==> src/sv/double_ended_queue_unit_macros.svh <==
// ---------------------------------------------------------------------------
// Assertion macros for the double-ended queue unit
// Concurrent property wrappers, compiled out when ASSERT_OFF is defined.
// ---------------------------------------------------------------------------
`ifndef DOUBLE_ENDED_QUEUE_UNIT_MACROS_SVH
`define DOUBLE_ENDED_QUEUE_UNIT_MACROS_SVH

`ifndef ASSERT_OFF

// same-cycle implication
`define DEQ_ASSERT_IMPL(lbl, clk, rst_n, ante, cons) \
    lbl: assert property (@(posedge clk) disable iff (!rst_n) (ante) |-> (cons)) \
        else $error("deque assertion failed");

// next-cycle implication
`define DEQ_ASSERT_NEXT(lbl, clk, rst_n, ante, cons) \
    lbl: assert property (@(posedge clk) disable iff (!rst_n) (ante) |=> (cons)) \
        else $error("deque assertion failed");

`else

`define DEQ_ASSERT_IMPL(lbl, clk, rst_n, ante, cons)
`define DEQ_ASSERT_NEXT(lbl, clk, rst_n, ante, cons)

`endif

`endif

==> src/sv/deq_pkg.sv <==
// ---------------------------------------------------------------------------
// Deque package
// Operation codes, controller states, command struct and default sizes.
// ---------------------------------------------------------------------------
package deq_pkg;

    localparam int CAPACITY_DEF   = 16;
    localparam int DATA_WIDTH_DEF = 32;

    // fixed port widths
    localparam int MODE_W = 3;
    localparam int DATA_W = 32;
    localparam int OCC_W  = 5;

    typedef enum logic [MODE_W-1:0] {
        MODE_PUSH_FRONT = 3'd0,
        MODE_PUSH_REAR  = 3'd1,
        MODE_POP_FRONT  = 3'd2,
        MODE_POP_REAR   = 3'd3,
        MODE_PEEK_FRONT = 3'd4,
        MODE_PEEK_REAR  = 3'd5
    } t_mode;

    typedef enum logic {
        ST_IDLE = 1'b0,
        ST_RESP = 1'b1
    } t_state;

    typedef struct packed {
        logic exec;     // operation transfer taken this cycle
        logic respond;  // result is on the output ports
    } t_cmd;

endpackage

==> src/sv/deq_ram.sv <==
// ---------------------------------------------------------------------------
// Generic single-port RAM
// One write or read per cycle, registered read data.
// ---------------------------------------------------------------------------
module deq_ram #(
    parameter int WIDTH = 32,
    parameter int DEPTH = 16
) (
    input  logic                     i_clk,
    input  logic                     i_we,
    input  logic [$clog2(DEPTH)-1:0] i_addr,
    input  logic [WIDTH-1:0]         i_wdata,
    output logic [WIDTH-1:0]         o_rdata
);

    logic [WIDTH-1:0] r_mem [DEPTH];

    always_ff @(posedge i_clk) begin
        if (i_we) begin
            r_mem[i_addr] <= i_wdata;
        end
        o_rdata <= r_mem[i_addr];
    end

endmodule

==> src/sv/deq_ctrl.sv <==
// ---------------------------------------------------------------------------
// Deque controller
// Takes one operation, then holds busy for the cycle that shows its result.
// ---------------------------------------------------------------------------
module deq_ctrl (
    input  logic          i_clk,
    input  logic          i_rst_n,
    input  logic          i_start,
    output logic          o_busy,
    output deq_pkg::t_cmd o_cmd
);

    import deq_pkg::*;

    t_state r_state;
    t_state n_state;

    always_ff @(posedge i_clk) begin
        if (!i_rst_n) begin
            r_state <= ST_IDLE;
        end else begin
            r_state <= n_state;
        end
    end

    always_comb begin
        n_state       = r_state;
        o_cmd.exec    = 1'b0;
        o_cmd.respond = 1'b0;
        o_busy        = 1'b0;
        unique case (r_state)
            ST_IDLE: begin
                if (i_start) begin
                    o_cmd.exec = 1'b1;
                    n_state    = ST_RESP;
                end
            end
            ST_RESP: begin
                o_cmd.respond = 1'b1;
                o_busy        = 1'b1;
                n_state       = ST_IDLE;
            end
            default: begin
                n_state = ST_IDLE;
            end
        endcase
    end

endmodule

==> src/sv/deq_dpath.sv <==
// ---------------------------------------------------------------------------
// Deque datapath
// Ring store with front/rear indices and element count.
// ---------------------------------------------------------------------------
module deq_dpath #(
    parameter int CAPACITY   = deq_pkg::CAPACITY_DEF,
    parameter int DATA_WIDTH = deq_pkg::DATA_WIDTH_DEF
) (
    input  logic                        i_clk,
    input  logic                        i_rst_n,
    input  deq_pkg::t_cmd               i_cmd,
    input  logic [deq_pkg::MODE_W-1:0]  i_mode,
    input  logic [deq_pkg::DATA_W-1:0]  i_push_data,
    output logic                        o_success,
    output logic [deq_pkg::DATA_W-1:0]  o_out_data,
    output logic [deq_pkg::OCC_W-1:0]   o_occupancy,
    output logic                        o_is_empty
);

    import deq_pkg::*;

    localparam int IW      = $clog2(CAPACITY);
    localparam int CW      = $clog2(CAPACITY + 1);
    localparam int EXT_W   = DATA_W + DATA_WIDTH;
    localparam int OCC_EXT = OCC_W + CW;

    logic [IW-1:0] r_front, n_front;
    logic [IW-1:0] r_rear,  n_rear;
    logic [CW-1:0] r_count, n_count;
    logic          r_ok,     n_ok;
    logic          r_rd_sel, n_rd_sel;

    logic [IW-1:0]         w_front_prev, w_front_next;
    logic [IW-1:0]         w_rear_prev,  w_rear_next;
    logic                  w_full, w_empty;
    logic                  w_we;
    logic [IW-1:0]         w_addr;
    logic [EXT_W-1:0]      w_push_ext, w_rd_ext;
    logic [DATA_WIDTH-1:0] w_rdata;
    logic [OCC_EXT-1:0]    w_cnt_ext;

    // wrap for any capacity, not just powers of two
    assign w_front_prev = (r_front == '0) ? IW'(CAPACITY - 1) : r_front - IW'(1);
    assign w_front_next = (r_front == IW'(CAPACITY - 1)) ? '0 : r_front + IW'(1);
    assign w_rear_prev  = (r_rear == '0) ? IW'(CAPACITY - 1) : r_rear - IW'(1);
    assign w_rear_next  = (r_rear == IW'(CAPACITY - 1)) ? '0 : r_rear + IW'(1);

    assign w_full  = (r_count == CW'(CAPACITY));
    assign w_empty = (r_count == '0);

    assign w_push_ext = EXT_W'(i_push_data);

    always_comb begin
        n_front  = r_front;
        n_rear   = r_rear;
        n_count  = r_count;
        n_ok     = r_ok;
        n_rd_sel = r_rd_sel;
        w_we     = 1'b0;
        w_addr   = r_front;
        if (i_cmd.exec) begin
            n_ok     = 1'b0;
            n_rd_sel = 1'b0;
            unique case (i_mode)
                MODE_PUSH_FRONT: begin
                    if (!w_full) begin
                        n_ok    = 1'b1;
                        n_count = r_count + CW'(1);
                        w_we    = 1'b1;
                        if (w_empty) begin
                            n_rear = r_front;
                            w_addr = r_front;
                        end else begin
                            n_front = w_front_prev;
                            w_addr  = w_front_prev;
                        end
                    end
                end
                MODE_PUSH_REAR: begin
                    if (!w_full) begin
                        n_ok    = 1'b1;
                        n_count = r_count + CW'(1);
                        w_we    = 1'b1;
                        if (w_empty) begin
                            n_rear = r_front;
                            w_addr = r_front;
                        end else begin
                            n_rear = w_rear_next;
                            w_addr = w_rear_next;
                        end
                    end
                end
                MODE_POP_FRONT, MODE_PEEK_FRONT: begin
                    w_addr = r_front;
                    if (!w_empty) begin
                        n_ok     = 1'b1;
                        n_rd_sel = 1'b1;
                        if (i_mode == MODE_POP_FRONT) begin
                            n_count = r_count - CW'(1);
                            // last element out: indices stay put
                            if (r_count != CW'(1)) begin
                                n_front = w_front_next;
                            end
                        end
                    end
                end
                MODE_POP_REAR, MODE_PEEK_REAR: begin
                    w_addr = r_rear;
                    if (!w_empty) begin
                        n_ok     = 1'b1;
                        n_rd_sel = 1'b1;
                        if (i_mode == MODE_POP_REAR) begin
                            n_count = r_count - CW'(1);
                            if (r_count != CW'(1)) begin
                                n_rear = w_rear_prev;
                            end
                        end
                    end
                end
                default: begin
                    n_ok = 1'b0;
                end
            endcase
        end
    end

    always_ff @(posedge i_clk) begin
        if (!i_rst_n) begin
            r_front <= '0;
            r_rear  <= '0;
            r_count <= '0;
        end else begin
            r_front <= n_front;
            r_rear  <= n_rear;
            r_count <= n_count;
        end
    end

    always_ff @(posedge i_clk) begin
        r_ok     <= n_ok;
        r_rd_sel <= n_rd_sel;
    end

    deq_ram #(
        .WIDTH (DATA_WIDTH),
        .DEPTH (CAPACITY)
    ) u_ram (
        .i_clk   (i_clk),
        .i_we    (w_we),
        .i_addr  (w_addr),
        .i_wdata (w_push_ext[DATA_WIDTH-1:0]),
        .o_rdata (w_rdata)
    );

    assign w_rd_ext  = EXT_W'(w_rdata);
    assign w_cnt_ext = OCC_EXT'(r_count);

    assign o_success   = r_ok;
    assign o_out_data  = r_rd_sel ? w_rd_ext[DATA_W-1:0] : '0;
    assign o_occupancy = w_cnt_ext[OCC_W-1:0];
    assign o_is_empty  = (r_count == '0);

endmodule

==> src/sv/double_ended_queue_unit.sv <==
// ---------------------------------------------------------------------------
// Double-ended queue unit
// Bounded deque: push/pop/peek at either end of a ring store.
// ---------------------------------------------------------------------------
// In the cycle that start is taken, the ring store is written or read and
// the indices and count update; in the next cycle o_busy is high and the
// result sits on the output ports for that one cycle, marked
// by o_valid, with pop/peek data straight from the RAM's registered read
// port. The receiver cannot stall: it must take the result in that cycle.
// start may be raised again in the cycle right after the result.
// Entries are never cleared; the unit is ready immediately after reset.
// ---------------------------------------------------------------------------
`include "double_ended_queue_unit_macros.svh"

module double_ended_queue_unit #(
    parameter int CAPACITY   = deq_pkg::CAPACITY_DEF,
    parameter int DATA_WIDTH = deq_pkg::DATA_WIDTH_DEF
) (
    input  logic                        i_clk,
    input  logic                        i_rst_n,
    input  logic                        i_start,
    output logic                        o_busy,
    input  logic [deq_pkg::MODE_W-1:0]  i_mode,
    input  logic [deq_pkg::DATA_W-1:0]  i_push_data,
    output logic                        o_valid,
    output logic                        o_success,
    output logic [deq_pkg::DATA_W-1:0]  o_out_data,
    output logic [deq_pkg::OCC_W-1:0]   o_occupancy,
    output logic                        o_is_empty
);

    import deq_pkg::*;

    t_cmd w_cmd;

    deq_ctrl u_ctrl (
        .i_clk   (i_clk),
        .i_rst_n (i_rst_n),
        .i_start (i_start),
        .o_busy  (o_busy),
        .o_cmd   (w_cmd)
    );

    deq_dpath #(
        .CAPACITY   (CAPACITY),
        .DATA_WIDTH (DATA_WIDTH)
    ) u_dpath (
        .i_clk       (i_clk),
        .i_rst_n     (i_rst_n),
        .i_cmd       (w_cmd),
        .i_mode      (i_mode),
        .i_push_data (i_push_data),
        .o_success   (o_success),
        .o_out_data  (o_out_data),
        .o_occupancy (o_occupancy),
        .o_is_empty  (o_is_empty)
    );

    assign o_valid = w_cmd.respond;

    `DEQ_ASSERT_NEXT(a_result_follows, i_clk, i_rst_n, i_start && !o_busy, o_valid)
    `DEQ_ASSERT_IMPL(a_fail_zero_data, i_clk, i_rst_n, o_valid && !o_success, o_out_data == '0)
    `DEQ_ASSERT_NEXT(a_single_strobe, i_clk, i_rst_n, o_valid, !o_valid)

endmodule
==> config.mk <==
export PLATFORM = sky130hd
export DESIGN_NAME = double_ended_queue_unit
export DESIGN_NICKNAME = d
export VERILOG_FILES = /design/src/sv/deq_pkg.sv /design/src/sv/deq_ram.sv /design/src/sv/deq_ctrl.sv /design/src/sv/deq_dpath.sv /design/src/sv/double_ended_queue_unit.sv
export VERILOG_INCLUDE_DIRS = /design/src /design/src/sv
export SDC_FILE = /design/constraint.sdc
export NUM_CORES = 1
export LEC_CHECK = 0
export BUFFER_PORTS_ARGS = -buffer_cell sky130_fd_sc_hd__buf_4
export CORE_MARGIN = 2
export CORE_UTILIZATION = 60
export DETAILED_ROUTE_END_ITERATION = 12
export GPL_ROUTABILITY_DRIVEN = 0
export GPL_TIMING_DRIVEN = 0
export PLACE_DENSITY = 0.85
export SLEW_MARGIN = 20
export SYNTH_ARGS = -nofsm -noshare
export SYNTH_HDL_FRONTEND = slang
export SYNTH_SLANG_ARGS = --single-unit
==> constraint.sdc <==
create_clock -name i_clk -period 7.4 [get_ports i_clk]
set_input_delay 1.11 -clock i_clk [delete_from_list [all_inputs] [get_ports i_clk]]
set_output_delay 1.11 -clock i_clk [all_outputs]
set_load 0.1 [all_outputs]
==> run summary <==
Max-slew violation count: 0
Routed length per placed instance: 27.0 microns
Sequential-to-total area share from yosys stat: 71.7%
Post-synth top area share: 67.6%
First-pass GRT wire length: 95.1 mm
Final wirelength: 63.8 mm
Core Region: 37600 sq um
CTS Hold Bufs: 0
Final instance area: 26300 sq um
ANT cells: 0
Post-DP HPWL: 40.7 mm
Routed Antenna Nets: 0
Syn_area_per_cell: 14.2 sq um
Peak supply drop: 0.221 mV
Synth Warn #: 0
Power density over the cells: 271 nW/um^2
FMAX: 0.192 GHz
Number of synthesized flops with an enable pin: 514
Mapped Area: 22800 sq um
Slew at the pin with the worst max-slew slack: 1120 ps
Sum Neg Setup Slack: 0 ps
Setup WS pre-CTS: 1850 ps
Area leader, netlist: edfxtp_1
Final Critical Period: 5200 ps
Critical path class: reg2reg
FFs w/ async S/R, synth: 0%
CTS max path bufs: 3
#FFs+latches synth: 560
Final Power: 7.11 mW
Via count: 16361
DRC marker count from the first detailed-route iteration: 2462
Post-synthesis cell type count: 64
Worst Setup Start Kind: flip-flop
Root Buffer: clkbuf_16
Post-cts sizing count: 0
FP Rows: 71
Full die area: 39600 sq um
Post-synthesis cell count: 1610
Final Setup Violations: 0
Most common cell in the netlist: edfxtp_1
Leak: 8.60 nW
Die H: 199 microns
CTS Buf Count: 54
Layout cells sized above 1: 16.0%
Final Net Count: 1849
Clk_lat worst skew: 610 ps
Syn nets: 1656
Pin count of the biggest net entering global routing: 21
Synth top cells by count: 514 x edfxtp_1, 142 x a21oi_1, 141 x nand2_1
Post-DP Area: 24600 sq um
Grt ovf: 0
CP max FO: 10
Detailed Routing Iterations Pass 1: 6
H-tree Lvls: 2
DRC errors left: 0
RSZ-0062 raised after global routing: false
Final Hold Vio Count: 0
Most common flop cell mapped by yosys: edfxtp_1
Vias in the first global route: 16208
IO Pins: 79
CP arrival: 5500 ps
Die W: 199 microns
Crit end category: flip-flop
Setup bufs post-CTS: 0
CTS tree: done
IO buf count: 76
Tot GR Track Use: 32.5%
Initial core utilization: 60.7%
Hold Path Class: reg2reg
Area grow syn2layout: 15.1%
Initial antenna violation count: 1
Tcrit/Tclk final: 70.3%
Max_cap viols: 0
Clock Skew: 18.1 ps
Final Worst Setup Slack: 2200 ps
Req. time, crit path: 7700 ps
Top post-synthesis cells by area: edfxtp_1 68%, dfxtp_1 4.0%, a21oi_1 3.1%, nand2_1 2.3%, a22oi_1 2.2%
Status: finished, final reports clean
Clock sinks: 560
Final Util: 69.9%
Max-slew headroom: 25.2%
Avg Vias per Cell: 6.94
Clk slew on worst S/H paths: 60 ps
[registers in the layout, indices dropped and copies added, names as in the netlist]
| register | count |
|---|---|
| u_dpath.u_ram.r_mem | 512 |
| u_dpath.o_occupancy | 5 |
| u_ctrl.r_state | 1 |
| u_dpath.r_rear | 4 |
| u_dpath.u_ram.o_rdata | 32 |
| u_dpath.o_success | 1 |
| u_dpath.r_rd_sel | 1 |
| u_dpath.r_front | 4 |
[critical path: stages, from the launching register on]
cell	delay, ps
dfxtp_1	360
inv_1	130
ha_1	220
nor3b_2	590
mux2_2	420
o221ai_1	250
nand2_1	440
clkbuf_1	420
clkbuf_1	390
nor4_2	880
buf_4	300
buf_2	230
buf_2	240
[routing by layer]
metal / track usage (%) / part of all wire [%] / vias up
met5: 0 / 0.020 / -
met4: 14.2 / 4.0 / 2
met3: 7.43 / 13 / 227
met2: 52.6 / 48 / 1369
met1: 42.4 / 35 / 7981
li1: - / - / 6782
[area by class of cell]
type | count | area, sq um
Sequential cell | 560 | 16400
Fill cell | 2353 | 11300
Multi-Input combinational cell | 892 | 5910
Clock buffer | 79 | 1530
Timing Repair Buffer | 137 | 1030
Tap cell | 511 | 639
Buffer | 146 | 619
Clock inverter | 22 | 155
Inverter | 12 | 45.0
[placed cells by master (no fill, tap or decap), drive strengths merged, types with 3 or more instances in the layout]
master  count
a32o       32
a21oi     142
a211oi     67
clkbuf    189
dfxtp      46
o32ai      34
a221oi      3
nor3        6
a32oi      32
nand2b      4
ha          8
or4         3
o21ai      76
a22oi      67
nor4b       4
inv        14
nor2       35
and2       34
o22ai       4
buf       173
a221o      32
edfxtp    514
clkinv     18
nand2     141
nand3      35
a31oi       6
or3         3
xor2        3
nand4       3
xnor2      10
nor4        8
and3       69
[logic make-up after synthesis]
group                      after synthesis  share of synthesized area [%]
DFF                                    560                           71.7
AOI/OAI and AO/OA                      514                           16.6
and+or+nand+nor                        353                           7.74
buffers and inverters                  158                           2.91
xor gates and xnor gates                13                          0.499
adders and majority gates                9                          0.482
muxes                                    3                          0.137
[report_power, final]
part | switching, mW | internal (mW) | leakage, nW
registers | 0.0182 | 3.51 | 5.01
logic | 0.675 | 0.257 | 2.77
clock network | 1.18 | 1.47 | 0.825
total | 1.88 | 5.24 | 8.60
[metrics by stage]
step           std cells  hold slack [ps]
2_1_floorplan       1610              498
4_1_cts             2359              552
6_report            2359              549
5_1_grt             2359              573
3_3_place_gp        2197              532
3_5_place_dp        2258              543
[worst paths after layout]
| path | startpoint | to | slack, ps | cells after the start |
|---|---|---|---|---|
| setup / recovery | u_dpath.o_occupancy[0] | u_dpath.u_ram.r_mem[8][14] | 2200 | 12 |
| hold / removal | u_dpath.r_rear[1] | u_dpath.r_rear[1] | 550 | 2 |
| setup reg to reg | u_dpath.o_occupancy[0] | u_dpath.u_ram.r_mem[8][14] | 2200 | 12 |
| hold reg to reg | u_dpath.r_rear[1] | u_dpath.r_rear[1] | 550 | 2 |
(Power assumes the default switching activity.)
